File: src/value_noise_texel_generator_top_defines.svh
// Assertion macros for the value noise texel generator.
// Included by the RTL files that carry concurrent checks; needs clk and rst_n in scope.
`ifndef VALUE_NOISE_TEXEL_GENERATOR_TOP_DEFINES_SVH
`define VALUE_NOISE_TEXEL_GENERATOR_TOP_DEFINES_SVH
`ifndef SYNTHESIS
`define VNTG_ASSERT(label, prop) \
    label: assert property (@(posedge clk) disable iff (!rst_n) prop) \
        else $error("vntg check failed");
`define VNTG_ASSERT_ALWAYS(label, prop) \
    label: assert property (@(posedge clk) prop) \
        else $error("vntg check failed");
`else
`define VNTG_ASSERT(label, prop)
`define VNTG_ASSERT_ALWAYS(label, prop)
`endif
`endif

File: src/vntg_pkg.sv
// Package for the value noise texel generator: widths, register map, hash constants, types.
// No dependencies.
`default_nettype none
package vntg_pkg;

    localparam int COORD_BITS = 12;
    localparam int FRAC_BITS  = 16;
    localparam int PIX_W      = 12;
    localparam int REG_W      = 24;
    localparam int STEP_W     = 24;
    localparam int CFG_IDX_W  = 2;
    localparam int POS_W      = COORD_BITS + STEP_W;
    localparam int CELL_W     = POS_W - FRAC_BITS;
    localparam int HASH_W     = 32;
    localparam int NOISE_W    = 16;
    localparam int NOISE_LSB  = 15;
    localparam int CHAN_W     = 8;
    localparam int HASH_SHIFT = 13;

    localparam logic [CFG_IDX_W-1:0] REG_X_STEP = 2'd0;
    localparam logic [CFG_IDX_W-1:0] REG_Y_STEP = 2'd1;
    localparam logic [CFG_IDX_W-1:0] REG_BASE   = 2'd2;
    localparam logic [CFG_IDX_W-1:0] REG_VAR    = 2'd3;

    localparam logic [REG_W-1:0] X_STEP_RST = 24'd6144;
    localparam logic [REG_W-1:0] Y_STEP_RST = 24'd6144;
    localparam logic [REG_W-1:0] BASE_RST   = 24'h827864;
    localparam logic [REG_W-1:0] VAR_RST    = 24'h282828;

    localparam logic [HASH_W-1:0] HASH_K1 = 32'd374761393;
    localparam logic [HASH_W-1:0] HASH_K2 = 32'd668265263;
    localparam logic [HASH_W-1:0] HASH_K3 = 32'd1274126177;

    localparam logic [CHAN_W-1:0] CHAN_MAX = 8'd255;

    typedef struct packed {
        logic [STEP_W-1:0] x_step;
        logic [STEP_W-1:0] y_step;
        logic [REG_W-1:0]  base_rgb;
        logic [REG_W-1:0]  variation_color;
    } cfg_t;

    typedef struct packed {
        logic [HASH_W-1:0]    cell_x;
        logic [HASH_W-1:0]    cell_y;
        logic [FRAC_BITS-1:0] frac_x;
        logic [FRAC_BITS-1:0] frac_y;
    } pos_t;

    typedef struct packed {
        logic [NOISE_W-1:0]   n00;
        logic [NOISE_W-1:0]   n10;
        logic [NOISE_W-1:0]   n01;
        logic [NOISE_W-1:0]   n11;
        logic [FRAC_BITS-1:0] frac_x;
        logic [FRAC_BITS-1:0] frac_y;
    } corners_t;

    typedef struct packed {
        logic [CHAN_W-1:0] red;
        logic [CHAN_W-1:0] green;
        logic [CHAN_W-1:0] blue;
    } texel_t;

    // pipeline stage control: advance enable and incoming valid
    typedef struct packed {
        logic en;
        logic valid;
    } stage_ctl_t;

    function automatic logic [HASH_W-1:0] hash_mix(input logic [HASH_W-1:0] h);
        return h ^ (h >> HASH_SHIFT);
    endfunction

endpackage
`default_nettype wire

File: src/vntg_scale.sv
// Coordinate scaling stage: coordinate times lattice step, split into cell and fraction.
// Depends on vntg_pkg.
`default_nettype none
module vntg_scale (
    input  logic                       clk,
    input  logic                       rst_n,
    input  vntg_pkg::stage_ctl_t       ctl,
    input  logic [vntg_pkg::PIX_W-1:0] pixel_x,
    input  logic [vntg_pkg::PIX_W-1:0] pixel_y,
    input  logic [vntg_pkg::STEP_W-1:0] x_step,
    input  logic [vntg_pkg::STEP_W-1:0] y_step,
    output logic                       out_valid,
    output vntg_pkg::pos_t             pos
);
    import vntg_pkg::*;

    logic [COORD_BITS-1:0] coord_x;
    logic [COORD_BITS-1:0] coord_y;
    logic [POS_W-1:0]      prod_x;
    logic [POS_W-1:0]      prod_y;
    pos_t                  pos_next;
    pos_t                  pos_reg;
    logic                  valid_reg;

    always_comb
    begin
        coord_x  = COORD_BITS'(pixel_x);
        coord_y  = COORD_BITS'(pixel_y);
        prod_x   = POS_W'(coord_x) * POS_W'(x_step);
        prod_y   = POS_W'(coord_y) * POS_W'(y_step);
        pos_next.cell_x = HASH_W'(prod_x[POS_W-1:FRAC_BITS]);
        pos_next.cell_y = HASH_W'(prod_y[POS_W-1:FRAC_BITS]);
        pos_next.frac_x = prod_x[FRAC_BITS-1:0];
        pos_next.frac_y = prod_y[FRAC_BITS-1:0];
    end

    always_ff @(posedge clk or negedge rst_n)
    begin
        if (!rst_n)
            valid_reg <= 1'b0;
        else if (ctl.en)
            valid_reg <= ctl.valid;
    end

    always_ff @(posedge clk)
    begin
        if (ctl.en)
            pos_reg <= pos_next;
    end

    assign out_valid = valid_reg;
    assign pos       = pos_reg;

endmodule
`default_nettype wire

File: config.mk
export PLATFORM = sky130hd
export DESIGN_NAME = vntg_scale
export DESIGN_NICKNAME = d
export VERILOG_FILES = /design/src/value_noise_texel_generator_top_defines.svh /design/src/vntg_pkg.sv /design/src/vntg_scale.sv
export SDC_FILE = /design/constraint.sdc
export NUM_CORES = 1
export LEC_CHECK = 0
export ABC_AREA = 1
export BUFFER_PORTS_ARGS = -buffer_cell sky130_fd_sc_hd__buf_2
export CAP_MARGIN = 20
export CORE_ASPECT_RATIO = 0.5
export CORE_MARGIN = 2
export CORE_UTILIZATION = 35
export CTS_CLUSTER_DIAMETER = 120
export CTS_CLUSTER_SIZE = 12
export DETAILED_ROUTE_END_ITERATION = 10
export SLEW_MARGIN = 30
export SYNTH_ARGS = -nofsm -noshare
export SYNTH_HDL_FRONTEND = slang
export SYNTH_SLANG_ARGS = --single-unit
export TNS_END_PERCENT = 30
File: constraint.sdc
create_clock -name clk -period 1.2 [get_ports clk]
set_input_delay 0.24 -clock clk [delete_from_list [all_inputs] [get_ports clk]]
set_output_delay 0.24 -clock clk [all_outputs]
set_load 0.05 [all_outputs]
==> run summary <==
Among all cell types in the netlist, the one instantiated most often is nand2_1. The floorplan die area was 65230 um^2; the flip-flop count of the largest register after layout was 72. The average instance in the mapped netlist occupies 7.399 um^2. The share of post-route cells with drive strength above 1 works out to 0.3072. Across the routed clock network, the largest skew measured is 0 ns. The clock tree root buffer cell was clkbuf_16. For the count of pins over their slew limit, the log shows 0. For this run, the leading register cell type out of synthesis is edfxtp_1. The tools report the clock network latency to the later pin of the worst-skew pair as 0.35 ns. For the sequential element share of the synthesized area, the log shows 0.09906. In this run the cell area of the synthesized design comes to 22080 um^2. Setup repair after global routing could not meet its margin everywhere. The total placed instance area was 26210 um^2; the initial antenna violation count was 0. Clock tree synthesis found a total of 73 sinks.

The async set-or-reset flop fraction in the synthesized netlist is 0.01370, and the total core area is 62700 um^2. The logs give 173 for the number of top-level pins and 18560 for the count of vias placed by the detailed router. The count of buffers added on input and output ports is 148.

On the critical path the largest part of the delay comes from adder cells. Entering global routing, the biggest net connects 31 pins. The worst reg2reg path depth was 1. The final global-route overflow total was 0; the final count of negative-setup-slack endpoints was 85. The commonest cells after synthesis are 1036 x nand2_1, 917 x inv_1, 440 x fa_1. The area of all placed cells without fillers was 29670 um^2. For the distinct cell type count after synthesis, the log shows 26. Walking the worst path, the cells encountered are buf_12 > buf_12 > nand2_4 > fa_1 > fa_1 > fa_1 > inv_2 > fa_1 > inv_1 > fa_1 > inv_2 > ha_4 > nand2_4 > buf_4 > nor3_2 > nand2_1 > nand2_4 > buf_12 > xor2_4. Data on the critical path is required at its endpoint by 1.29 ns. The run finished, with violations left. The run gives 9 as the number of buffers created by CTS. The x dimension of the die is 359.2 um, and the final critical-path setup slack is -3.096 ns. The synthesized design contains 73 register bits. The startpoint identified for the worst register-to-register timing path is out_valid.

The setup path with the least slack is of type input pin to register. At the end of the flow, the number of nets in the layout was 4003. For the final hold violation count, the log shows 0. The cell type contributing the most total cell area after synthesis is fa_1.

The tools report the synthesis warning total as 0. Total wire length: 60200 um. STA classifies the critical path startpoint as an input pin. For this run, the slowest stage of the critical path takes 0.58 ns. The path with the worst hold slack has its endpoint at out_valid. The critical-path cell with the highest stage delay is fa_1. The tools report the highest achievable clock rate as 0.2328 GHz.

The checks that failed: negative setup slack. Clock-pin slew was measured on the worst setup and hold paths at 0.06 ns. Counting instances, the worst hold path has a depth of 2.

The starting DRC count in detailed routing came out at 889. The initial core utilization is 0.3521, and the number of enable-type register cells in the synthesized netlist is 72. In this run the number of H-tree levels came out at 3.

Counting stages on the worst path, the most repeated cell is fa_1. The tools report the number of global-route vias before repair as 19640. Measured along the y axis, the die boundary spans 181.6 um. For the number of detailed-route iterations in the first pass, the log shows 7.

Number of remaining DRC errors: 0. After synthesis, the cell types taking the most area are fa_1 40%, nand2_1 18%, inv_1 16%. The portion of synthesized cell area occupied by the leading cell type came out at 0.3990.

Type of the most critical hold path: input pin to register. Counting I/O delays and the setup requirement, the final critical path takes 4.296 ns. The share of the clock period used by the worst path was 3.580. The tools report the reg-to-reg setup timing slack as 0.46 ns. The number of max-cap violations came out at 0.

The number of gates on the worst path with buffers counted was 19. Counting both buffers and inverters, the worst setup path holds a total of 7. The biggest fanout along the worst timing path works out to 5. The clock passes through at most 2 buffers. The run gives 0.8825 as the global placement routability congestion. The total inserted antenna cells is 0. The tools report the post-synthesis cell count as 2984. After detailed routing, the average wire length per cell comes to 14.40 um.

Relative to the synthesized area, the layout overhead comes to 34.41%. TritonCTS built the clock tree. Using the TritonRoute via totals, the vias-per-cell ratio works out to 4.440. The number of standard-cell rows in the floorplan is 65. The tools report the overall fraction of global-route tracks in use as 0.1885. Once detail routing completed, the nets flagged for antenna violations numbered 0. After legalization and detailed placement, the total HPWL measured 48630 um. The startpoint identified for the worst hold timing path is ctl[0]. STA puts the critical path data arrival time at 4.39 ns. The first global-routing pass estimated 99750 um of wire.

The worst reg2reg path endpoint was out_valid. The worst setup path is captured at a register.
==> per-stage QoR <==
step,TNS (ns),hold slack [ns],util,worst slack [ns],instances
2_1_floorplan,-180.52,-0.05559,-,-3.008,3007
3_3_place_gp,-218.71,0.01459,0.4180,-3.661,4110
3_5_place_dp,-220.70,0.01606,0.4180,-3.683,4110
4_1_cts,-179.74,0.1006,0.4572,-3.038,4166
5_1_grt,-188.95,0.1178,0.4732,-3.218,4180
6_report,-179.73,0.1199,0.4732,-3.096,4180
==> cells by family (layout without fill, tap and decap cells) <==
family | Yosys count | in the layout | synth area share
xor+xnor | 33 | 33 | 0.01309
buf+inv | 1037 | 1373 | 0.1804
simple gates | 1204 | 1204 | 0.2124
mux | 1 | 1 | 0.0005100
fa+ha+maj | 588 | 588 | 0.4829
compound gates | 47 | 47 | 0.01150
flops | 73 | 73 | 0.09906
other cells | 1 | 24 | 0.0001699
==> timing repair <==
item                                    CTS  global route
endpoints found under the setup margin  115           127
hold buffers                              1             0
cloned                                   15             1
buffers inserted                         30            14
gates resized for setup                 484           289
hold endpoints to repair                  1             0
pin swaps                               179           207
==> worst max path at each step <==
stage	start	endpoint	slack, ns
2_1_floorplan	x_step[18]	pos[83]	-3.01
3_3_place_gp	pixel_x[6]	pos[78]	-3.66
3_5_place_dp	pixel_x[6]	pos[78]	-3.68
4_1_cts	pixel_x[11]	pos[81]	-3.04
5_1_grt	pixel_x[6]	pos[80]	-3.22
6_report	pixel_x[5]	pos[65]	-3.10
==> placed cells by master, fill, tap and decap left out, types with 29 or more instances in the layout <==
cell / Yosys / layout
buf_12: 0 / 29
buf_2: 0 / 58
buf_4: 24 / 250
buf_6: 0 / 68
edfxtp_1: 72 / 72
fa_1: 440 / 395
fa_2: 0 / 45
ha_1: 148 / 97
ha_4: 0 / 45
inv_1: 917 / 815
inv_2: 0 / 98
nand2_1: 1036 / 796
nand2_2: 16 / 180
nand2_4: 0 / 75
nand3_1: 52 / 29
nor2_1: 77 / 40
==> layer usage <==
metal | global-route usage | up-vias | wire length [um]
li1 | - | 8995 | -
met4 | 0.05502 | 0 | 1706
met2 | 0.3419 | 394 | 30530
met5 | 0 | - | 0
met3 | 0.01772 | 88 | 2041
met1 | 0.2392 | 9084 | 25930
==> area by class of cell <==
type / instances / area (um^2)
flip-flops and latches: 73 / 2187
multi-input cells: 1897 / 18380
well taps: 837 / 1047
clock inverters: 5 / 81.33
repair buffers: 441 / 4302
clock buffers: 10 / 229.0
fillers: 5932 / 33030
inverters: 917 / 3452
Power is not shown: default switching activity piles up to over one toggle a cycle in this logic, so the estimate is an artifact.
