### config.mk
export PLATFORM = sky130hd
export DESIGN_NAME = vntg_blend
export DESIGN_NICKNAME = d
export VERILOG_FILES = /design/src/vntg_pkg.sv /design/src/vntg_blend.sv
export VERILOG_INCLUDE_DIRS = /design/src /design/src/src
export SDC_FILE = /design/constraint.sdc
export NUM_CORES = 2
export LEC_CHECK = 0
export ABC_AREA = 1
export BUFFER_PORTS_ARGS = -buffer_cell sky130_fd_sc_hd__buf_4
export CAP_MARGIN = 20
export CORE_UTILIZATION = 40
export CTS_BUF_LIST = sky130_fd_sc_hd__clkbuf_16
export CTS_CLUSTER_DIAMETER = 120
export CTS_CLUSTER_SIZE = 40
export DETAILED_ROUTE_END_ITERATION = 8
export PLACE_DENSITY = 0.59
export SYNTH_ARGS = -nofsm -noshare
export SYNTH_HDL_FRONTEND = slang
export SYNTH_SLANG_ARGS = --single-unit
### constraint.sdc
create_clock -name clk -period 14.1 [get_ports clk]
set_input_delay 2.115 -clock clk [delete_from_list [all_inputs] [get_ports clk]]
set_output_delay 2.115 -clock clk [all_outputs]
set_load 0.01 [all_outputs]
### src/value_noise_texel_generator_top_defines.svh
// Assertion macros for the value noise texel generator.
// Included by the RTL files that carry concurrent checks; needs clk and rst_n in scope.
`ifndef VALUE_NOISE_TEXEL_GENERATOR_TOP_DEFINES_SVH
`define VALUE_NOISE_TEXEL_GENERATOR_TOP_DEFINES_SVH
`ifndef SYNTHESIS
`define VNTG_ASSERT(label, prop) \
    label: assert property (@(posedge clk) disable iff (!rst_n) prop) \
        else $error("vntg check failed");
`define VNTG_ASSERT_ALWAYS(label, prop) \
    label: assert property (@(posedge clk) prop) \
        else $error("vntg check failed");
`else
`define VNTG_ASSERT(label, prop)
`define VNTG_ASSERT_ALWAYS(label, prop)
`endif
`endif

### src/vntg_pkg.sv
// Package for the value noise texel generator: widths, register map, hash constants, types.
// No dependencies.
`default_nettype none
package vntg_pkg;

    localparam int COORD_BITS = 12;
    localparam int FRAC_BITS  = 16;
    localparam int PIX_W      = 12;
    localparam int REG_W      = 24;
    localparam int STEP_W     = 24;
    localparam int CFG_IDX_W  = 2;
    localparam int POS_W      = COORD_BITS + STEP_W;
    localparam int CELL_W     = POS_W - FRAC_BITS;
    localparam int HASH_W     = 32;
    localparam int NOISE_W    = 16;
    localparam int NOISE_LSB  = 15;
    localparam int CHAN_W     = 8;
    localparam int HASH_SHIFT = 13;

    localparam logic [CFG_IDX_W-1:0] REG_X_STEP = 2'd0;
    localparam logic [CFG_IDX_W-1:0] REG_Y_STEP = 2'd1;
    localparam logic [CFG_IDX_W-1:0] REG_BASE   = 2'd2;
    localparam logic [CFG_IDX_W-1:0] REG_VAR    = 2'd3;

    localparam logic [REG_W-1:0] X_STEP_RST = 24'd6144;
    localparam logic [REG_W-1:0] Y_STEP_RST = 24'd6144;
    localparam logic [REG_W-1:0] BASE_RST   = 24'h827864;
    localparam logic [REG_W-1:0] VAR_RST    = 24'h282828;

    localparam logic [HASH_W-1:0] HASH_K1 = 32'd374761393;
    localparam logic [HASH_W-1:0] HASH_K2 = 32'd668265263;
    localparam logic [HASH_W-1:0] HASH_K3 = 32'd1274126177;

    localparam logic [CHAN_W-1:0] CHAN_MAX = 8'd255;

    typedef struct packed {
        logic [STEP_W-1:0] x_step;
        logic [STEP_W-1:0] y_step;
        logic [REG_W-1:0]  base_rgb;
        logic [REG_W-1:0]  variation_color;
    } cfg_t;

    typedef struct packed {
        logic [HASH_W-1:0]    cell_x;
        logic [HASH_W-1:0]    cell_y;
        logic [FRAC_BITS-1:0] frac_x;
        logic [FRAC_BITS-1:0] frac_y;
    } pos_t;

    typedef struct packed {
        logic [NOISE_W-1:0]   n00;
        logic [NOISE_W-1:0]   n10;
        logic [NOISE_W-1:0]   n01;
        logic [NOISE_W-1:0]   n11;
        logic [FRAC_BITS-1:0] frac_x;
        logic [FRAC_BITS-1:0] frac_y;
    } corners_t;

    typedef struct packed {
        logic [CHAN_W-1:0] red;
        logic [CHAN_W-1:0] green;
        logic [CHAN_W-1:0] blue;
    } texel_t;

    // pipeline stage control: advance enable and incoming valid
    typedef struct packed {
        logic en;
        logic valid;
    } stage_ctl_t;

    function automatic logic [HASH_W-1:0] hash_mix(input logic [HASH_W-1:0] h);
        return h ^ (h >> HASH_SHIFT);
    endfunction

endpackage
`default_nettype wire

### src/vntg_blend.sv
// Bilinear blend pipeline: four stages, lerp on x for both rows, then lerp on y.
// Depends on vntg_pkg and value_noise_texel_generator_top_defines.svh.
`default_nettype none
`include "value_noise_texel_generator_top_defines.svh"
module vntg_blend (
    input  logic                        clk,
    input  logic                        rst_n,
    input  vntg_pkg::stage_ctl_t        ctl,
    input  vntg_pkg::corners_t          corners,
    output logic                        out_valid,
    output logic [vntg_pkg::NOISE_W-1:0] noise
);
    import vntg_pkg::*;

    localparam int DIFF_W = NOISE_W + 1;
    localparam int LP_W   = NOISE_W + FRAC_BITS + 2;

    logic                     en;
    logic signed [LP_W-1:0]   fx_s;
    logic signed [LP_W-1:0]   fy_s;
    logic signed [LP_W-1:0]   dtop_s;
    logic signed [LP_W-1:0]   dbot_s;
    logic signed [LP_W-1:0]   dy_s;
    logic signed [LP_W-1:0]   sh_top;
    logic signed [LP_W-1:0]   sh_bot;
    logic signed [LP_W-1:0]   sh_y;
    logic signed [DIFF_W-1:0] diff_top;
    logic signed [DIFF_W-1:0] diff_bot;
    logic signed [DIFF_W-1:0] diff_y;

    logic                     a_valid_reg;
    logic [NOISE_W-1:0]       a_n00_reg;
    logic [NOISE_W-1:0]       a_n01_reg;
    logic signed [LP_W-1:0]   a_ptop_reg;
    logic signed [LP_W-1:0]   a_pbot_reg;
    logic [FRAC_BITS-1:0]     a_fy_reg;

    logic                     b_valid_reg;
    logic [NOISE_W-1:0]       b_top_reg;
    logic [NOISE_W-1:0]       b_bot_reg;
    logic [FRAC_BITS-1:0]     b_fy_reg;

    logic                     c_valid_reg;
    logic [NOISE_W-1:0]       c_top_reg;
    logic signed [LP_W-1:0]   c_prod_reg;

    logic                     d_valid_reg;
    logic [NOISE_W-1:0]       d_noise_reg;

    logic signed [LP_W-1:0]   a_ptop_next;
    logic signed [LP_W-1:0]   a_pbot_next;
    logic [NOISE_W-1:0]       b_top_next;
    logic [NOISE_W-1:0]       b_bot_next;
    logic signed [LP_W-1:0]   c_prod_next;
    logic [NOISE_W-1:0]       d_noise_next;

    assign en = ctl.en;

    // lo + floor((hi - lo) * f / 2^F) equals the two-product form exactly
    always_comb
    begin
        diff_top    = $signed({1'b0, corners.n10}) - $signed({1'b0, corners.n00});
        diff_bot    = $signed({1'b0, corners.n11}) - $signed({1'b0, corners.n01});
        fx_s        = $signed(LP_W'(corners.frac_x));
        dtop_s      = LP_W'(diff_top);
        dbot_s      = LP_W'(diff_bot);
        a_ptop_next = dtop_s * fx_s;
        a_pbot_next = dbot_s * fx_s;

        sh_top      = a_ptop_reg >>> FRAC_BITS;
        sh_bot      = a_pbot_reg >>> FRAC_BITS;
        b_top_next  = a_n00_reg + sh_top[NOISE_W-1:0];
        b_bot_next  = a_n01_reg + sh_bot[NOISE_W-1:0];

        diff_y      = $signed({1'b0, b_bot_reg}) - $signed({1'b0, b_top_reg});
        dy_s        = LP_W'(diff_y);
        fy_s        = $signed(LP_W'(b_fy_reg));
        c_prod_next = dy_s * fy_s;

        sh_y         = c_prod_reg >>> FRAC_BITS;
        d_noise_next = c_top_reg + sh_y[NOISE_W-1:0];
    end

    always_ff @(posedge clk or negedge rst_n)
    begin
        if (!rst_n)
        begin
            a_valid_reg <= 1'b0;
            b_valid_reg <= 1'b0;
            c_valid_reg <= 1'b0;
            d_valid_reg <= 1'b0;
        end
        else if (en)
        begin
            a_valid_reg <= ctl.valid;
            b_valid_reg <= a_valid_reg;
            c_valid_reg <= b_valid_reg;
            d_valid_reg <= c_valid_reg;
        end
    end

    always_ff @(posedge clk)
    begin
        if (en)
        begin
            a_n00_reg   <= corners.n00;
            a_n01_reg   <= corners.n01;
            a_ptop_reg  <= a_ptop_next;
            a_pbot_reg  <= a_pbot_next;
            a_fy_reg    <= corners.frac_y;
            b_top_reg   <= b_top_next;
            b_bot_reg   <= b_bot_next;
            b_fy_reg    <= a_fy_reg;
            c_top_reg   <= b_top_reg;
            c_prod_reg  <= c_prod_next;
            d_noise_reg <= d_noise_next;
        end
    end

    assign out_valid = d_valid_reg;
    assign noise     = d_noise_reg;

    `VNTG_ASSERT(a_flat_row_no_slope, (en && b_valid_reg && ((b_top_reg == b_bot_reg) || (b_fy_reg == '0))) |=> (c_prod_reg == '0))
    `VNTG_ASSERT(a_valid_moves, (en && a_valid_reg) |=> b_valid_reg)
    `VNTG_ASSERT(a_stall_holds, (!en && d_valid_reg) |=> (d_valid_reg && $stable(d_noise_reg)))

endmodule
`default_nettype wire

==> results.md <==
- Status: complete, no violations
- CP max-delay cell: fa_1
- DRC: 0
- # fillers: around 10k
- Nets: just over 6k
- HP Class: register to register
- Final Slew Violations: 0
- Tot GR Track Use: 23.19%
- Maximum fanout along the worst path: 16
- TritonCTS clock tree: built
- CP Class: input pin to register
- Clock skew: roughly 8.4 ps
- Met2 global-route usage: about two fifths
- Die area: ~100000 µm²
- CP top delay family: adder cells
- Mapped Nets: 6147
- GP Congestion: roughly 0.95
- H-tree Lvls: 4
- Port Buffers: 116
- CP endpoint kind: register
- TritonCTS buffer count: 17
- Core Area: 101900 µm²
- Layout Area Growth over Synthesis: 7.350%
- DR pass1 iterations: 5
- Routed vias/inst: 4.999
- Post-route ant nets: 0
- Synth area leaders: fa_1 (38%), edfxtp_1 (13%), inv_1 (12%)
- CTS root buffer: clkbuf_16
- Vias in the first global route: 33.33k
- Crit path largest cell delay: between 1000 and 1500 ps
- Buffer and inverter count on the worst path: 5
- Synth cell count leaders: inv_1 (1299), fa_1 (785), nand2_1 (747)
- Clk_lat worst skew: approximately 490 ps
- Final worst path period need: ~9000 ps
- R2r endpoint: c_prod_reg[21]
- Top cell type by total area after synthesis: fa_1
- Final setup TNS: 0 ps
- Cells after Synth: 4926
- Post-CTS Setup Inserts: 0
- Share of cells above drive strength 1: approximately 5.3%
- Number of synthesized flops with an enable pin: 176
- Post-CTS Resized: 0
- Hold worst-path end: b_fy_reg[8]
- Critical path data arrival time: 9490 ps
- Initial antenna violation count: 1
- Crit path top cell by count: fa_1
- Ys flop type: edfxtp_1
- Top-area cell type share of the netlist area: a little under two fifths
- Final period util: between 60% and 70%
- YS warnings: 0
- Setup-failing EPs final: 0
- Gr busiest metal: met2
- Most common cell in the netlist: inv_1
- Netlist cell types: 57
- Max Clk Rate: 108.2 MHz
- Met1 Use GR: between 20 and 30%
- DRT iter0 DRCs: approximately 2.3k
- Max_cap viols: 0
- Unrepaired setup endpoints after global routing: no
- CTS clk-pin slew, worst paths: roughly 80 ps
- Initial Util: between 40% and 50%
- CTS Hold Bufs: 0
- Slew headroom: a little over a third
- Ys async rst share: 2.222%
- Pin count of the biggest net entering global routing: around 120
- Vias: 31.84k
- Rows: around 120
- Hold Path Stages: 0
- Fin. Hold Viols: 0
- WL/cell: about 18 µm
- Die Y: between 300 and 400 µm
- GR Overflow Total: 0
- Avg Inst Size Synth: between 8 and 9 µm²
- Worst R2R Path Depth: 29
- Clk sinks: 180
- Post-DP HPWL: roughly 97 mm
- First-pass GRT wire length: 184.1 mm
- Worst-Margin Slew: 970.5 ps
- Clock buffer depth: 2
- Hold_sp: a_fy_reg[8]
- GR Layer Usage met3: between 2 and 2.5%
- Flops & latches, synth: 180
- Die X-Extent: 322.6 µm
- Flop-to-flop setup slack: 5870 ps
- Worst EP required: 14350 ps
- Synth Cell Area: ~41000 µm²
- Final wirelength: ~120 mm
- CP startpoint kind: input pin
- Top Ports: 117
- Reg2reg start: b_top_reg[0]
- Sequential area share after synthesis: a little over an eighth
-- worst register-to-register path, delay by kind of cell (launching register included) --
kind	cells	cell delay [ps]
simple gates	6	740
xor+xnor	1	650
fa+ha+maj	9	3980
compound gates	7	1540
buf+inv	6	590
flops	1	480
-- worst max path at each step --
stage,slack [ps],cells after the start,to,from
detailed placement,4360,28,a_pbot_reg[31],corners[32]
global placement,4490,28,a_pbot_reg[31],corners[32]
global route,4300,30,a_pbot_reg[31],corners[32]
floorplan,5270,30,a_pbot_reg[31],corners[32]
finish,4860,30,a_pbot_reg[31],corners[32]
CTS,4890,28,a_pbot_reg[31],corners[32]
-- stage by stage --
stage / instance area (µm²) / hold WS [ps] / utilization [%] / worst slack (ps) / cells
6_report: 44130 / 421.6 / 43.32 / 4861 / 6369
5_1_grt: 44130 / 431.9 / 43.32 / 4297 / 6369
4_1_cts: 44130 / 423.6 / 43.31 / 4887 / 6368
3_5_place_dp: 43470 / 405.6 / 42.66 / 4357 / 6336
3_3_place_gp: 43470 / 404.1 / 42.66 / 4489 / 6336
2_1_floorplan: 41110 / 400.3 / - / 5271 / 4926
-- layer usage --
metal,part of all wire [%],up-vias,routed length [µm]
met5,0,-,0
met4,3.9,0,4532
met3,5.2,198,6115
met2,50,964,58540
met1,41,15820,47380
li1,-,14860,-
-- kinds of logic after synthesis --
logic type / count (synthesis) / synth area share, %
flip-flops: 180 / 13.10
AND/OR/NAND/NOR: 1671 / 16.87
XOR/XNOR: 141 / 3.113
buffers and inverters: 1428 / 13.12
AO/OA/AOI/OAI: 385 / 5.350
adder cells (fa/ha/maj): 1121 / 48.45
-- layout make-up --
type	count	area (µm²)	area share [%]
tap	1368	1712	3.878
sequential	180	5385	12.20
antenna	1	2.502	0.005670
inverter	1333	5004	11.34
clock buffer	17	425.4	0.9639
multi-input combinational	3318	30330	68.73
clock inverter	15	237.7	0.5386
timing repair buffer	137	1035	2.344
-- cells in the final DEF (no fill, tap or decap), types with 33 or more instances in the layout --
cell type and n:
inv_1 1299, fa_1 785, nand2_1 747, nor2_1 544
ha_1 336, nand3_1 247, a21oi_1 177, edfxtp_1 176
buf_4 136, o21ai_0 97, xor2_1 85, xnor2_1 50
nor3_1 33
Power is not shown: default switching activity piles up to over one toggle a cycle in this logic, so the estimate is an artifact.
