**config.mk**
```make
export PLATFORM = sky130hd
export DESIGN_NAME = vntg_hash
export DESIGN_NICKNAME = d
export VERILOG_FILES = /design/src/value_noise_texel_generator_top_defines.svh /design/src/vntg_pkg.sv /design/src/vntg_hash.sv
export SDC_FILE = /design/constraint.sdc
export NUM_CORES = 2
export LEC_CHECK = 0
export BUFFER_PORTS_ARGS = -buffer_cell sky130_fd_sc_hd__buf_2
export CAP_MARGIN = 15
export CORE_MARGIN = 1.5
export CORE_UTILIZATION = 60
export CTS_BUF_LIST = sky130_fd_sc_hd__clkbuf_8
export CTS_CLUSTER_DIAMETER = 40
export DETAILED_ROUTE_END_ITERATION = 6
export GPL_TIMING_DRIVEN = 0
export PLACE_DENSITY_LB_ADDON = 0.15
export SLEW_MARGIN = 20
export SYNTH_ARGS = -nofsm -noshare
export SYNTH_HDL_FRONTEND = slang
export SYNTH_SLANG_ARGS = --single-unit
```
**constraint.sdc**
```tcl
create_clock -name clk -period 5.9 [get_ports clk]
set_input_delay 0.295 -clock clk [delete_from_list [all_inputs] [get_ports clk]]
set_output_delay 0.295 -clock clk [all_outputs]
set_load 0.05 [all_outputs]
```
**src/value_noise_texel_generator_top_defines.svh**
```systemverilog
// Assertion macros for the value noise texel generator.
// Included by the RTL files that carry concurrent checks; needs clk and rst_n in scope.
`ifndef VALUE_NOISE_TEXEL_GENERATOR_TOP_DEFINES_SVH
`define VALUE_NOISE_TEXEL_GENERATOR_TOP_DEFINES_SVH
`ifndef SYNTHESIS
`define VNTG_ASSERT(label, prop) \
    label: assert property (@(posedge clk) disable iff (!rst_n) prop) \
        else $error("vntg check failed");
`define VNTG_ASSERT_ALWAYS(label, prop) \
    label: assert property (@(posedge clk) prop) \
        else $error("vntg check failed");
`else
`define VNTG_ASSERT(label, prop)
`define VNTG_ASSERT_ALWAYS(label, prop)
`endif
`endif

```
**src/vntg_pkg.sv**
```systemverilog
// Package for the value noise texel generator: widths, register map, hash constants, types.
// No dependencies.
`default_nettype none
package vntg_pkg;

    localparam int COORD_BITS = 12;
    localparam int FRAC_BITS  = 16;
    localparam int PIX_W      = 12;
    localparam int REG_W      = 24;
    localparam int STEP_W     = 24;
    localparam int CFG_IDX_W  = 2;
    localparam int POS_W      = COORD_BITS + STEP_W;
    localparam int CELL_W     = POS_W - FRAC_BITS;
    localparam int HASH_W     = 32;
    localparam int NOISE_W    = 16;
    localparam int NOISE_LSB  = 15;
    localparam int CHAN_W     = 8;
    localparam int HASH_SHIFT = 13;

    localparam logic [CFG_IDX_W-1:0] REG_X_STEP = 2'd0;
    localparam logic [CFG_IDX_W-1:0] REG_Y_STEP = 2'd1;
    localparam logic [CFG_IDX_W-1:0] REG_BASE   = 2'd2;
    localparam logic [CFG_IDX_W-1:0] REG_VAR    = 2'd3;

    localparam logic [REG_W-1:0] X_STEP_RST = 24'd6144;
    localparam logic [REG_W-1:0] Y_STEP_RST = 24'd6144;
    localparam logic [REG_W-1:0] BASE_RST   = 24'h827864;
    localparam logic [REG_W-1:0] VAR_RST    = 24'h282828;

    localparam logic [HASH_W-1:0] HASH_K1 = 32'd374761393;
    localparam logic [HASH_W-1:0] HASH_K2 = 32'd668265263;
    localparam logic [HASH_W-1:0] HASH_K3 = 32'd1274126177;

    localparam logic [CHAN_W-1:0] CHAN_MAX = 8'd255;

    typedef struct packed {
        logic [STEP_W-1:0] x_step;
        logic [STEP_W-1:0] y_step;
        logic [REG_W-1:0]  base_rgb;
        logic [REG_W-1:0]  variation_color;
    } cfg_t;

    typedef struct packed {
        logic [HASH_W-1:0]    cell_x;
        logic [HASH_W-1:0]    cell_y;
        logic [FRAC_BITS-1:0] frac_x;
        logic [FRAC_BITS-1:0] frac_y;
    } pos_t;

    typedef struct packed {
        logic [NOISE_W-1:0]   n00;
        logic [NOISE_W-1:0]   n10;
        logic [NOISE_W-1:0]   n01;
        logic [NOISE_W-1:0]   n11;
        logic [FRAC_BITS-1:0] frac_x;
        logic [FRAC_BITS-1:0] frac_y;
    } corners_t;

    typedef struct packed {
        logic [CHAN_W-1:0] red;
        logic [CHAN_W-1:0] green;
        logic [CHAN_W-1:0] blue;
    } texel_t;

    // pipeline stage control: advance enable and incoming valid
    typedef struct packed {
        logic en;
        logic valid;
    } stage_ctl_t;

    function automatic logic [HASH_W-1:0] hash_mix(input logic [HASH_W-1:0] h);
        return h ^ (h >> HASH_SHIFT);
    endfunction

endpackage
`default_nettype wire

```
**src/vntg_hash.sv**
```systemverilog
// Corner hash pipeline: three stages (multiply, add and xor-shift, multiply) for four corners.
// Depends on vntg_pkg.
`default_nettype none
module vntg_hash (
    input  logic                 clk,
    input  logic                 rst_n,
    input  vntg_pkg::stage_ctl_t ctl,
    input  vntg_pkg::pos_t       pos,
    output logic                 out_valid,
    output vntg_pkg::corners_t   corners
);
    import vntg_pkg::*;

    logic [2:0]           valid_reg;

    logic [HASH_W-1:0]    mx_reg;
    logic [HASH_W-1:0]    my_reg;
    logic [FRAC_BITS-1:0] fx1_reg;
    logic [FRAC_BITS-1:0] fy1_reg;

    logic [HASH_W-1:0]    mix_next [4];
    logic [HASH_W-1:0]    mix_reg  [4];
    logic [FRAC_BITS-1:0] fx2_reg;
    logic [FRAC_BITS-1:0] fy2_reg;

    logic [HASH_W-1:0]    prod3    [4];
    corners_t             corners_next;
    corners_t             corners_reg;

    logic [HASH_W-1:0]    mx_next;
    logic [HASH_W-1:0]    my_next;
    logic [HASH_W-1:0]    mx1;
    logic [HASH_W-1:0]    my1;

    // corner order: 00, 10, 01, 11; +1 on a cell folds into +K on the product
    always_comb
    begin
        mx_next = pos.cell_x * HASH_K1;
        my_next = pos.cell_y * HASH_K2;
        mx1     = mx_reg + HASH_K1;
        my1     = my_reg + HASH_K2;
        mix_next[0] = hash_mix(mx_reg + my_reg);
        mix_next[1] = hash_mix(mx1 + my_reg);
        mix_next[2] = hash_mix(mx_reg + my1);
        mix_next[3] = hash_mix(mx1 + my1);
        for (int i = 0; i < 4; i++)
            prod3[i] = mix_reg[i] * HASH_K3;
        corners_next.n00    = prod3[0][NOISE_LSB+NOISE_W-1:NOISE_LSB];
        corners_next.n10    = prod3[1][NOISE_LSB+NOISE_W-1:NOISE_LSB];
        corners_next.n01    = prod3[2][NOISE_LSB+NOISE_W-1:NOISE_LSB];
        corners_next.n11    = prod3[3][NOISE_LSB+NOISE_W-1:NOISE_LSB];
        corners_next.frac_x = fx2_reg;
        corners_next.frac_y = fy2_reg;
    end

    always_ff @(posedge clk or negedge rst_n)
    begin
        if (!rst_n)
            valid_reg <= '0;
        else if (ctl.en)
            valid_reg <= {valid_reg[1:0], ctl.valid};
    end

    always_ff @(posedge clk)
    begin
        if (ctl.en)
        begin
            mx_reg      <= mx_next;
            my_reg      <= my_next;
            fx1_reg     <= pos.frac_x;
            fy1_reg     <= pos.frac_y;
            mix_reg     <= mix_next;
            fx2_reg     <= fx1_reg;
            fy2_reg     <= fy1_reg;
            corners_reg <= corners_next;
        end
    end

    assign out_valid = valid_reg[2];
    assign corners   = corners_reg;

endmodule
`default_nettype wire

```
==> results.md <==
Global routing:
- The total grt overflow is 0.
- The initial antenna violation count is 1.
- For this run, the total global-route usage over all layers was measured as between 20% and 30%.
- The wire length of the first global-routing pass is between 200000 and 250000 µm.
- The pin count of the biggest net entering global routing is ~110.
- The number of global-route vias before repair came to roughly 46000.

Finish:
- The area added between synthesis and finish is 14.0%.
- The post-layout utilization of the core is between 60% and 70%.
- The finished cells cover ~0.074 mm².
- The flip-flop count of the largest register after layout is around 120.
- The final layout contains 8910 nets.
- The commonest non-fill, non-tap cell in the layout is sky130_fd_sc_hd__inv_1.
- The post-route netlist has approximately 14% of its cells at a drive strength greater than 1.
- The number of cells in the finished layout apart from fillers is a little over 8000.
- The library cells used most frequently in the layout, excluding fill and tap cells, are 1760 x sky130_fd_sc_hd__inv_1, 1087 x sky130_fd_sc_hd__fa_1, 980 x sky130_fd_sc_hd__ha_1.

Logic synthesis:
- The most used flip-flop cell after synthesis is sky130_fd_sc_hd__edfxtp_1.
- The share of flip-flops with an asynchronous set or reset is less than 1%.
- Of the synthesized area, sequential elements account for between 15 and 20%.
- The Yosys step of the flow raised 0 warnings.
- The number of nets produced by synthesis is ~8300.
- Synthesis produced between 6000 and 7000 cells.
- The cell area that synthesis handed to floorplanning was between 0.06 and 0.07 mm².
- Counting flops with a built-in enable in the synthesized netlist gives roughly 350.
- After synthesis, the netlist uses between 60 and 70 different library cells.
- The flop and latch count out of synthesis is 351.
- Dividing the synthesized area by the synthesized cell count gives about 11 µm².

Drt:
- The via count of the routed design is approximately 43000.
- In the detailed route, the total length drawn on met3 is 6450 µm.
- The remaining antenna violation count after routing is 0.
- The number of DRC markers in iteration 0 is around 2200.
- In this run the top signal layer used is met4.
- In the routed design, unresolved DRC markers number 0.
- Detailed routing placed a total of approximately 78000 µm of wire on met2.
- Dividing the detail-routed wire length by the instance count gives between 15 and 20 µm.
- The total wire length is roughly 150000 µm.
- For this run, the detailed router's first-pass iteration total came to 7.
- Using the TritonRoute via totals, the vias-per-cell ratio works out to about 5.3.
- The post-route met1 wirelength is roughly 65000 µm.

Clock tree:
- The H-tree depth reported by CTS is 3.
- The number of buffers added by the clock tree synthesis step is 71.
- Clock-pin slew was measured on the worst setup and hold paths at roughly 0.060 ns.
- The TritonCTS sink count is between 300 and 400.
- The source-to-sink clock delay at the later pin of the worst-skew pair is 0.73 ns.
- Clock tree synthesis selected as its root buffer the cell sky130_fd_sc_hd__clkbuf_8.
- The clock tree from TritonCTS is yes.
- In this run the deepest clock path goes through 3 buffers.

STA:
- The max-slew violation total from the final report is 0.
- Counting I/O delays and the setup requirement, the final critical path takes 6.33 ns.
- The maximum operating frequency is around 160 MHz.
- The transition time of the tightest slew-check pin is 0.694 ns.
- Setup repair after global routing could not meet its margin everywhere.
- Setup violations remaining at the end of the flow were counted as 39.
- The count of final hold-check violations is 0.
- The worst slew slack as a fraction of its limit is ~53%.
- After layout, the worst path uses 107% of the clock period.
- In the post-route analysis, the smallest setup slack over all paths is -0.433 ns.
- The clock tree skew after final layout is 0.0646 ns.

Floorplanning:
- The die extent in y is 331 µm.
- The initial standard-cell utilization of the core is between 60% and 70%.
- In this run the count of I/O pins placed on the die edge is slightly below 200.
- The number of cell rows is 120.
- The area of the core is approximately 0.11 mm².
- The die area is roughly 0.11 mm².
- The floorplan step set the die width to between 300 and 400 µm.

Status:
- The checks that failed: negative setup slack.
- The run finished, with violations left.

Setup path:
- The worst register-to-register path has a setup slack of -0.43 ns.
- The critical path capture point type is a flip-flop.
- The startpoint class of the critical path is a flip-flop.
- The critical path is of the reg2reg type.
- The logic depth of the worst register-to-register path is 25.
- The end of the worst register-to-register path is corners[40].
- STA puts the critical path data arrival time at around 6.8 ns.
- The reg-to-reg startpoint is mix_reg[5].
- Of all nets on the critical path, the largest fanout is 4.
- The data required time of the critical path is between 6 and 7 ns.

Placed design:
- The cell total after placement is between 7000 and 8000.
- The instance area after placement is 0.0681 mm².
- The count of input and output buffers is between 150 and 200.
- The HPWL after detailed placement is between 100000 and 150000 µm.
- The congestion estimate from routability-driven global placement came to ~0.96.

Worst hold path:
- The worst hold-check path type is in2reg.
- Counting instances, the worst hold path has a depth of 1.
- The launch instance of the worst min-delay path is pos[32].
- The path with the worst hold slack has its endpoint at my_reg[0].

Job:
- The tool flagged a number of max-cap violations equal to 0.
## what timing repair did
item | 4_1_cts | 5_1_grt
resized for setup | 254 | 107
buffers inserted | 231 | 53
pin swaps | 136 | 63
hold buffers | 39 | 0
endpoints found under the setup margin | 66 | 67
endpoints found under the hold margin | 42 | 0
## synth_stat cells (33+ instances only)
master | instances | share of area [%]
sky130_fd_sc_hd__edfxtp_1 | 348 | 16
sky130_fd_sc_hd__ha_1 | 1081 | 21
sky130_fd_sc_hd__fa_1 | 1137 | 35
sky130_fd_sc_hd__xnor2_1 | 386 | 5.2
sky130_fd_sc_hd__xor2_1 | 146 | 2.0
sky130_fd_sc_hd__nor3_1 | 40 | 0.31
sky130_fd_sc_hd__a21oi_1 | 164 | 1.3
sky130_fd_sc_hd__a21o_1 | 91 | 1.1
sky130_fd_sc_hd__nand3_1 | 33 | 0.26
sky130_fd_sc_hd__o21ai_0 | 97 | 0.75
sky130_fd_sc_hd__nor2_1 | 149 | 0.86
sky130_fd_sc_hd__o21a_1 | 43 | 0.50
sky130_fd_sc_hd__nand2_1 | 99 | 0.57
sky130_fd_sc_hd__inv_1 | 1807 | 10
## routing by layer
metal | global-route usage (%) | up-vias
met3 | 2.98 | 262
met1 | 37.5 | 21500
li1 | - | 20000
met4 | 8.55 | 0
met5 | 0 | -
met2 | 51.1 | 944
## critical path, cell delays in order (launching register included)
cell	delay, ns
sky130_fd_sc_hd__edfxtp_1	0.51
sky130_fd_sc_hd__buf_12	0.19
sky130_fd_sc_hd__fa_2	0.49
sky130_fd_sc_hd__buf_6	0.14
sky130_fd_sc_hd__fa_2	0.34
sky130_fd_sc_hd__fa_1	0.49
sky130_fd_sc_hd__inv_1	0.05
sky130_fd_sc_hd__fa_1	0.47
sky130_fd_sc_hd__inv_1	0.05
sky130_fd_sc_hd__fa_1	0.47
sky130_fd_sc_hd__inv_1	0.05
sky130_fd_sc_hd__fa_1	0.48
sky130_fd_sc_hd__inv_1	0.05
sky130_fd_sc_hd__fa_1	0.49
sky130_fd_sc_hd__ha_4	0.30
sky130_fd_sc_hd__ha_4	0.19
sky130_fd_sc_hd__o21ai_2	0.05
sky130_fd_sc_hd__nand2b_1	0.10
sky130_fd_sc_hd__nand3_2	0.09
sky130_fd_sc_hd__a21oi_4	0.06
sky130_fd_sc_hd__buf_6	0.14
sky130_fd_sc_hd__or2_4	0.23
sky130_fd_sc_hd__a21o_1	0.18
sky130_fd_sc_hd__a21o_1	0.19
sky130_fd_sc_hd__a21oi_2	0.14
sky130_fd_sc_hd__xnor2_1	0.11
## how the worst max path moves through the flow
stage                      from           to  cells past startpoint
detailed placement      pos[69]   mx_reg[29]                     25
floorplan               pos[69]   mx_reg[29]                     26
global route         mix_reg[5]  corners[40]                     25
global placement        pos[69]   mx_reg[29]                     24
finish               mix_reg[5]  corners[40]                     25
CTS                 mix_reg[40]  corners[63]                     21
## per-stage QoR
stage / setup WS (ns) / hold WS, ns / TNS, ns
2_1_floorplan: -0.386 / -0.000591 / -2.00
3_3_place_gp: -1.25 / 0.0902 / -263.34
3_5_place_dp: -1.31 / 0.0940 / -43.45
4_1_cts: -0.461 / 0.00204 / -8.23
5_1_grt: -0.625 / 0.0246 / -18.08
6_report: -0.433 / 0.0533 / -8.87
## logic make-up (layout without fill, tap and decap cells)
family                   after synthesis  after routing  synth area share, %
adder cells (fa/ha/maj)             2218           2218                 56.1
buffers and inverters               1813           2457                 10.5
AO/OA/AOI/OAI                        591            591                 5.98
XOR/XNOR                             537            537                 7.38
AND/OR/NAND/NOR                      486            486                 3.69
flip-flops                           351            351                 16.3
multiplexers                           5              5               0.0832
other                                  0              3                    0
## cell type report
| cell class | instances | area [µm²] |
|---|---|---|
| clock inverter | 55 | 428 |
| fill | 8094 | 33300 |
| inverter | 1807 | 6860 |
| buffer | 6 | 22.5 |
| sequential | 351 | 10500 |
| multi-input combinational | 3837 | 49200 |
| tap | 1403 | 1760 |
| antenna | 3 | 7.51 |
| clock buffer | 71 | 977 |
| timing repair buffer | 518 | 3950 |
Power is left out: the tool's default activity adds up to more than one toggle a clock period on the data nets, which glitch-free logic cannot reach.
