$ cat config.mk
export PLATFORM = sky130hd
export DESIGN_NAME = vntg_shade
export DESIGN_NICKNAME = d
export VERILOG_FILES = /design/src/value_noise_texel_generator_top_defines.svh /design/src/vntg_pkg.sv /design/src/vntg_shade.sv
export SDC_FILE = /design/constraint.sdc
export NUM_CORES = 1
export LEC_CHECK = 0
export ABC_AREA = 1
export BUFFER_PORTS_ARGS = -buffer_cell sky130_fd_sc_hd__clkbuf_2
export CELL_PAD_IN_SITES_DETAIL_PLACEMENT = 0
export CELL_PAD_IN_SITES_GLOBAL_PLACEMENT = 1
export CORE_ASPECT_RATIO = 0.8
export CORE_MARGIN = 1.5
export CORE_UTILIZATION = 25
export CTS_BUF_LIST = sky130_fd_sc_hd__clkbuf_8 sky130_fd_sc_hd__clkbuf_16
export CTS_CLUSTER_DIAMETER = 100
export DETAILED_ROUTE_END_ITERATION = 6
export PLACE_DENSITY_LB_ADDON = 0.3
export REMOVE_ABC_BUFFERS = 1
export SLEW_MARGIN = 0
export SYNTH_ARGS = -nofsm -noshare
export SYNTH_HDL_FRONTEND = slang
export SYNTH_SLANG_ARGS = --single-unit
$ cat constraint.sdc
create_clock -name clk -period 0.8 [get_ports clk]
set_input_delay 0.08 -clock clk [delete_from_list [all_inputs] [get_ports clk]]
set_output_delay 0.08 -clock clk [all_outputs]
set_load 0.1 [all_outputs]
$ cat src/value_noise_texel_generator_top_defines.svh
// Assertion macros for the value noise texel generator.
// Included by the RTL files that carry concurrent checks; needs clk and rst_n in scope.
`ifndef VALUE_NOISE_TEXEL_GENERATOR_TOP_DEFINES_SVH
`define VALUE_NOISE_TEXEL_GENERATOR_TOP_DEFINES_SVH
`ifndef SYNTHESIS
`define VNTG_ASSERT(label, prop) \
    label: assert property (@(posedge clk) disable iff (!rst_n) prop) \
        else $error("vntg check failed");
`define VNTG_ASSERT_ALWAYS(label, prop) \
    label: assert property (@(posedge clk) prop) \
        else $error("vntg check failed");
`else
`define VNTG_ASSERT(label, prop)
`define VNTG_ASSERT_ALWAYS(label, prop)
`endif
`endif

$ cat src/vntg_pkg.sv
// Package for the value noise texel generator: widths, register map, hash constants, types.
// No dependencies.
`default_nettype none
package vntg_pkg;

    localparam int COORD_BITS = 12;
    localparam int FRAC_BITS  = 16;
    localparam int PIX_W      = 12;
    localparam int REG_W      = 24;
    localparam int STEP_W     = 24;
    localparam int CFG_IDX_W  = 2;
    localparam int POS_W      = COORD_BITS + STEP_W;
    localparam int CELL_W     = POS_W - FRAC_BITS;
    localparam int HASH_W     = 32;
    localparam int NOISE_W    = 16;
    localparam int NOISE_LSB  = 15;
    localparam int CHAN_W     = 8;
    localparam int HASH_SHIFT = 13;

    localparam logic [CFG_IDX_W-1:0] REG_X_STEP = 2'd0;
    localparam logic [CFG_IDX_W-1:0] REG_Y_STEP = 2'd1;
    localparam logic [CFG_IDX_W-1:0] REG_BASE   = 2'd2;
    localparam logic [CFG_IDX_W-1:0] REG_VAR    = 2'd3;

    localparam logic [REG_W-1:0] X_STEP_RST = 24'd6144;
    localparam logic [REG_W-1:0] Y_STEP_RST = 24'd6144;
    localparam logic [REG_W-1:0] BASE_RST   = 24'h827864;
    localparam logic [REG_W-1:0] VAR_RST    = 24'h282828;

    localparam logic [HASH_W-1:0] HASH_K1 = 32'd374761393;
    localparam logic [HASH_W-1:0] HASH_K2 = 32'd668265263;
    localparam logic [HASH_W-1:0] HASH_K3 = 32'd1274126177;

    localparam logic [CHAN_W-1:0] CHAN_MAX = 8'd255;

    typedef struct packed {
        logic [STEP_W-1:0] x_step;
        logic [STEP_W-1:0] y_step;
        logic [REG_W-1:0]  base_rgb;
        logic [REG_W-1:0]  variation_color;
    } cfg_t;

    typedef struct packed {
        logic [HASH_W-1:0]    cell_x;
        logic [HASH_W-1:0]    cell_y;
        logic [FRAC_BITS-1:0] frac_x;
        logic [FRAC_BITS-1:0] frac_y;
    } pos_t;

    typedef struct packed {
        logic [NOISE_W-1:0]   n00;
        logic [NOISE_W-1:0]   n10;
        logic [NOISE_W-1:0]   n01;
        logic [NOISE_W-1:0]   n11;
        logic [FRAC_BITS-1:0] frac_x;
        logic [FRAC_BITS-1:0] frac_y;
    } corners_t;

    typedef struct packed {
        logic [CHAN_W-1:0] red;
        logic [CHAN_W-1:0] green;
        logic [CHAN_W-1:0] blue;
    } texel_t;

    // pipeline stage control: advance enable and incoming valid
    typedef struct packed {
        logic en;
        logic valid;
    } stage_ctl_t;

    function automatic logic [HASH_W-1:0] hash_mix(input logic [HASH_W-1:0] h);
        return h ^ (h >> HASH_SHIFT);
    endfunction

endpackage
`default_nettype wire

$ cat src/vntg_shade.sv
// Colour stage: base plus variation times (2n - 1) per channel, clamped; holds the output item.
// Depends on vntg_pkg.
`default_nettype none
module vntg_shade (
    input  logic                         clk,
    input  logic                         rst_n,
    input  vntg_pkg::stage_ctl_t         ctl,
    input  logic [vntg_pkg::NOISE_W-1:0] noise,
    input  logic [vntg_pkg::REG_W-1:0]   base_rgb,
    input  logic [vntg_pkg::REG_W-1:0]   variation_color,
    output logic                         out_valid,
    output vntg_pkg::texel_t             texel
);
    import vntg_pkg::*;

    localparam int D_W     = NOISE_W + 2;
    localparam int SHADE_W = CHAN_W + NOISE_W + 4;

    function automatic logic [CHAN_W-1:0] shade(
        input logic [CHAN_W-1:0]     base,
        input logic [CHAN_W-1:0]     amp,
        input logic signed [D_W-1:0] d
    );
        logic signed [SHADE_W-1:0] s_base;
        logic signed [SHADE_W-1:0] s_amp;
        logic signed [SHADE_W-1:0] s_d;
        logic signed [SHADE_W-1:0] s;
        s_base = $signed({{(SHADE_W-CHAN_W-NOISE_W){1'b0}}, base, {NOISE_W{1'b0}}});
        s_amp  = $signed(SHADE_W'(amp));
        s_d    = SHADE_W'(d);
        s      = s_base + s_amp * s_d;
        if (s < 0)
            return '0;
        else if (s[SHADE_W-1:NOISE_W] > SHADE_W'(CHAN_MAX))
            return CHAN_MAX;
        else
            return s[NOISE_W+CHAN_W-1:NOISE_W];
    endfunction

    logic signed [D_W-1:0] d;
    texel_t                texel_next;
    texel_t                texel_reg;
    logic                  valid_reg;

    always_comb
    begin
        d = $signed({1'b0, noise, 1'b0}) - $signed({2'b01, {NOISE_W{1'b0}}});
        texel_next.red   = shade(base_rgb[23:16], variation_color[23:16], d);
        texel_next.green = shade(base_rgb[15:8], variation_color[15:8], d);
        texel_next.blue  = shade(base_rgb[7:0], variation_color[7:0], d);
    end

    always_ff @(posedge clk or negedge rst_n)
    begin
        if (!rst_n)
            valid_reg <= 1'b0;
        else if (ctl.en)
            valid_reg <= ctl.valid;
    end

    always_ff @(posedge clk)
    begin
        if (ctl.en)
            texel_reg <= texel_next;
    end

    assign out_valid = valid_reg;
    assign texel     = texel_reg;

endmodule
`default_nettype wire

==> results of run 1 <==
final timing paths:
| check | from | end |
|---|---|---|
| min in group asynchronous | rst_n | out_valid$_DFFE_PN0P_ |
| worst min-delay path | ctl[0] | out_valid$_DFFE_PN0P_ |
| worst max-delay path | noise[15] | texel[20]$_SDFFCE_PP0P_ |
| max in group asynchronous | rst_n | out_valid$_DFFE_PN0P_ |
| worst max register to register | out_valid$_DFFE_PN0P_ | out_valid$_DFFE_PN0P_ |
| worst min register to register | out_valid$_DFFE_PN0P_ | out_valid$_DFFE_PN0P_ |
synth_stat cells (all sizes together):
master | instances | area share
a21oi | 39 | 0.011
buf | 3 | 0.0011
clkbuf | 71 | 0.016
dfrtp | 1 | 0.0015
edfxtp | 24 | 0.042
fa | 336 | 0.39
ha | 180 | 0.13
inv | 749 | 0.16
mux2 | 1 | 0.00066
nand2 | 788 | 0.18
nand3 | 67 | 0.020
nand3b | 12 | 0.0053
nand4 | 12 | 0.0044
nor2 | 80 | 0.020
o21bai | 6 | 0.0026
xnor2 | 14 | 0.0072
xor2 | 4 | 0.0021
metrics by stage:
| stage | hold WS [ns] | cell area (µm²) | utilization | std cells | worst slack [ns] |
|---|---|---|---|---|---|
| floorplan | -0.2156 | 16780 | - | 2313 | -4.317 |
| global placement | -0.1448 | 20690 | 0.3068 | 3538 | -4.534 |
| detailed placement | -0.1431 | 20690 | 0.3068 | 3538 | -4.552 |
| CTS | 0.02026 | 21490 | 0.3188 | 3546 | -3.882 |
| global route | 0.02657 | 22210 | 0.3294 | 3564 | -4.126 |
| finish | 0.02861 | 22220 | 0.3295 | 3565 | -3.906 |
critical path: stages:
cell	delay, ns
buf_8	0.10
clkinv_8	0.06
buf_16	0.15
buf_8	0.12
nand2_4	0.05
fa_2	0.58
buf_4	0.12
fa_1	0.43
fa_1	0.54
fa_1	0.43
fa_1	0.48
inv_1	0.06
ha_4	0.31
nand2_2	0.09
nor2_2	0.15
buf_4	0.14
a21oi_4	0.05
buf_4	0.13
nand3_2	0.07
nand2_2	0.06
nand2_4	0.09
inv_4	0.04
nor2_4	0.23
nand3_1	0.10
nand2_1	0.07
inv_1	0.03
area by class of cell:
cell class	count	area share
Sequential cell	25	0.03357
Clock buffer	3	0.003379
Inverter	749	0.1273
Antenna cell	1	0.0001126
Timing Repair Buffer	334	0.1369
Clock inverter	1	0.0003942
Tap cell	913	0.05142
Multi-Input combinational cell	1539	0.6469
cell usage in the layout (no fill, tap or decap), types with 12 or more instances in the layout:
cell type    n
nand3_1     42
edfxtp_1    24
clkbuf_2    64
buf_12      46
nand3b_1    12
a21oi_2     14
inv_1      735
fa_2        15
nand2_2     60
nor2_1      41
nand3_2     25
nor2_4      19
nand2_1    709
fa_1       321
nor2_2      20
nand4_1     12
a21oi_1     21
ha_1       144
xnor2_1     14
nand2_4     17
ha_4        36
buf_4      209
layer usage:
metal | vias up | share of wire | GRT usage
li1 | 7247 | - | -
met1 | 6889 | 0.49 | 0.1954
met2 | 176 | 0.47 | 0.2385
met3 | 18 | 0.033 | 0.01342
met4 | 0 | 0.0051 | 0.009169
met5 | - | 0 | 0
cell families after synthesis:
| kind of cell | synth area share |
|---|---|
| AOI/OAI and AO/OA | 0.01407 |
| buffers and inverters | 0.1814 |
| adders and majority gates | 0.5260 |
| muxes | 0.0006597 |
| xor gates and xnor gates | 0.009236 |
| and+or+nand+nor | 0.2249 |
| DFF | 0.04369 |
what timing repair did:
item | 4_1_cts | 5_1_grt
hold endpoints to repair | 1 | 0
pin swaps | 46 | 94
endpoints found under the setup margin | 49 | 49
setup buffers | 2 | 17
gates resized for setup | 126 | 146
gates cloned | 1 | 2
hold buffers | 1 | 0
==> reports/metrics.yaml, run 1 <==
cts_tree: "yes"
grt_usage: 0.1386
end_kind: "flop"
fp-row-count: 85
grt_pass1_vias: 15437
die_h_um: 236.7
outcome: "finished with violations"
fin_setup_tns_ns: -98.01
setup_viol: 49
period_needed_ns: 4.706
cts_root_buffer: "clkbuf_16"
ios: 93
finClkSkew_ns: 0
synth-seq-cells: 25
finalWirelength_mm: 46.76
syn_area_um2: 17070
tightest_slew_ns: 0.3823
insertion_delay_ns: 0.29
holdPathStages: 2
hold_viol_final: 0
cp.required_ns: 0.88
maxCapViolCount: 0
cts.sink_count: 25
r2r_cells: 1
grt_pass1_wl_mm: 77.65
synth_cell_types: 24
clk_pin_slew_worst_paths_ns: 0.10
coreArea_um2: 67430
ys_seq_area_frac: 0.04369
fmax_ghz: 0.2125
overflow: 0
critical_path_class: "in -> reg"
critPathMaxFanout: 7
fp.dieW_um: 295.1
dp_hpwl_mm: 40.03
start_util: 0.2531
clk_path_buf_depth: 2
area.growth.synth_to_final_pct: 30.16
ctsHtreeMaxLevel: 1
fin_crit_sh: 5.882
place_congestion: 0.8032
antenna_found_initial: 2
netlist_instances: 2387
routed_via_density: 4.020
port_buffers: 92
layout-drive-gt1-share: 0.2131
yosysWarnings: 0
synth_area_per_cell_um2: 7.151
reg2reg_slack_ns: 0.04
wire_per_inst_um: 13.12
largest_reg_flops: 24
cts_buffers: 3
rsz0062_at_grt: "yes"
dr_total_vias: 14330
dieArea_um2: 69860
regArea_um2: 745.7
grt_max_degree: 25
ant_nets: 0
hp-class: "in -> reg"
setup_slack_ns: -3.906
slew_headroom: 0.7443
drt_iter0_drc: 670
start_kind: "input pin"
multi_input_area_um2: 14370
fin_nets: 3236
drc: 0
nFillCells: 7308
violations: "negative setup slack"
firstDrtPassIters: 6
drv_slew: 0
arrival_ns: 4.78
Power of run 1 is left out: the tool's default activity adds up to more than one toggle a clock period on the data nets, which glitch-free logic cannot reach.
==> inputs of run 2 (changes only) <==
Settings changed: SKIP_LAST_GASP set to 1.
==> reports/metrics.yaml, run 2 (same netlist as run 1, synthesis figures left out) <==
outcome: "finished with violations"
violations: "negative setup slack"
overflow: 0  # unchanged
rsz0062_at_grt: "yes"
setup_viol: 49  # unchanged
cp_slowest_cell: "fa_2"
final_core_util: 0.3292  # about the same
clk_pin_slew_worst_paths_ns: 0.10  # about the same
fin_crit_sh: 5.886  # about the same
end_kind: "flop"
start_util: 0.2531  # unchanged
largest_reg_flops: 24  # unchanged
reg2reg_slack_ns: 0.04  # about the same
cts.sink_count: 25  # unchanged
finClkSkew_ns: 0  # unchanged
cts_buffers: 3  # unchanged
drt_iter0_drc: 653  # -2.5%
grt_usage: 0.1386  # unchanged
most-common-layout-cells: "inv_1 (735), nand2_1 (710), fa_1 (321)"
fmax_ghz: 0.2124  # about the same
wire_per_inst_um: 13.11  # about the same
ios: 93  # unchanged
dieArea_um2: 69860  # unchanged
dr_total_vias: 14325  # -0.035%
fin_nets: 3236  # unchanged
port_buffers: 92  # unchanged
fp-row-count: 85  # unchanged
critPathTopFamily: "adder cells"
slew_headroom: 0.7443  # about the same
drv_slew: 0  # unchanged
layout-drive-gt1-share: 0.2116  # -0.001509
final_common_cell: "inv_1"
dpl_cell_area_um2: 20690  # unchanged
setup_slack_ns: -3.909  # -0.002780 ns
drc: 0  # unchanged
clk_path_buf_depth: 2  # unchanged
ctsHtreeMaxLevel: 1  # unchanged
start_kind: "input pin"
hold_viol_final: 0  # unchanged
arrival_ns: 4.79  # about the same
critPathMaxFanout: 7  # unchanged
ant_nets: 0  # unchanged
fp.dieW_um: 295.1  # unchanged
area.growth.synth_to_final_pct: 30.05  # about the same
grt_max_degree: 25  # unchanged
tightest_slew_ns: 0.3823  # -0.00002158 ns
insertion_delay_ns: 0.29  # about the same
cts_tree: "yes"
firstDrtPassIters: 5  # -1
final_area_um2: 22200  # about the same
cts_root_buffer: "clkbuf_16"
critical_path_class: "in -> reg"
crit_buf_inv: 10  # unchanged
slowest_delay_ns: 0.58  # about the same
period_needed_ns: 4.709  # +0.002780 ns
coreArea_um2: 67430  # unchanged
place_congestion: 0.8032  # unchanged
dp_hpwl_mm: 40.03  # unchanged
grt_pass1_wl_mm: 77.65  # unchanged
antenna_found_initial: 2  # unchanged
die_h_um: 236.7  # unchanged
finalWirelength_mm: 46.73  # about the same
maxCapViolCount: 0  # unchanged
grt_pass1_vias: 15437  # unchanged
routed_via_density: 4.018  # about the same
hp-class: "in -> reg"
cp.required_ns: 0.88  # about the same
nFillCells: 7308  # unchanged
timing.critical_path.mode_cell: "fa_1"
==> run 2: final timing paths <==
path / startpoint / to / cells after the start
worst max-delay path: noise[15] / texel[20]$_SDFFCE_PP0P_ / 26
worst min-delay path: ctl[0] / out_valid$_DFFE_PN0P_ / 2
worst max register to register: out_valid$_DFFE_PN0P_ / out_valid$_DFFE_PN0P_ / 1
worst min register to register: out_valid$_DFFE_PN0P_ / out_valid$_DFFE_PN0P_ / 1
max in group asynchronous: rst_n / out_valid$_DFFE_PN0P_ / 2
min in group asynchronous: rst_n / out_valid$_DFFE_PN0P_ / 2
==> run 2: what timing repair did <==
item,4_1_cts,5_1_grt
endpoints found under the setup margin,49,49
hold buffers,1,0
hold endpoints to repair,1,0
gates cloned,1,2
pin swaps,46,94
setup buffers,2,17
gates resized for setup,126,141
==> run 2: metrics by stage <==
step / instances / TNS (ns) / setup slack [ns] / hold slack [ns]
floorplan: 2313 / -107.85 / -4.317 / -0.2156
global placement: 3538 / -106.47 / -4.534 / -0.1448
detailed placement: 3538 / -107.34 / -4.552 / -0.1431
CTS: 3546 / -97.86 / -3.882 / 0.02026
global route: 3564 / -104.08 / -4.133 / 0.02657
finish: 3565 / -97.95 / -3.909 / 0.02830
==> run 2: cell type report <==
class / count / area (µm²) / area share
timing repair buffer: 334 / 3038 / 0.1369
antenna: 1 / 2.502 / 0.0001127
tap: 913 / 1142 / 0.05146
clock buffer: 3 / 75.07 / 0.003382
multi-input combinational: 1539 / 14360 / 0.6468
inverter: 749 / 2829 / 0.1274
sequential: 25 / 745.7 / 0.03359
clock inverter: 1 / 8.758 / 0.0003945
==> run 2: layer usage <==
metal  wire length (µm)  up-vias  track usage  share of wire
met2              21950      174       0.2385           0.47
met5                  0        -            0              0
met1              23050     6883       0.1954           0.49
met3               1490       18      0.01342          0.032
met4                240        0     0.009169         0.0051
li1                   -     7250            -              -
Power of run 2 is left out for the same reason.
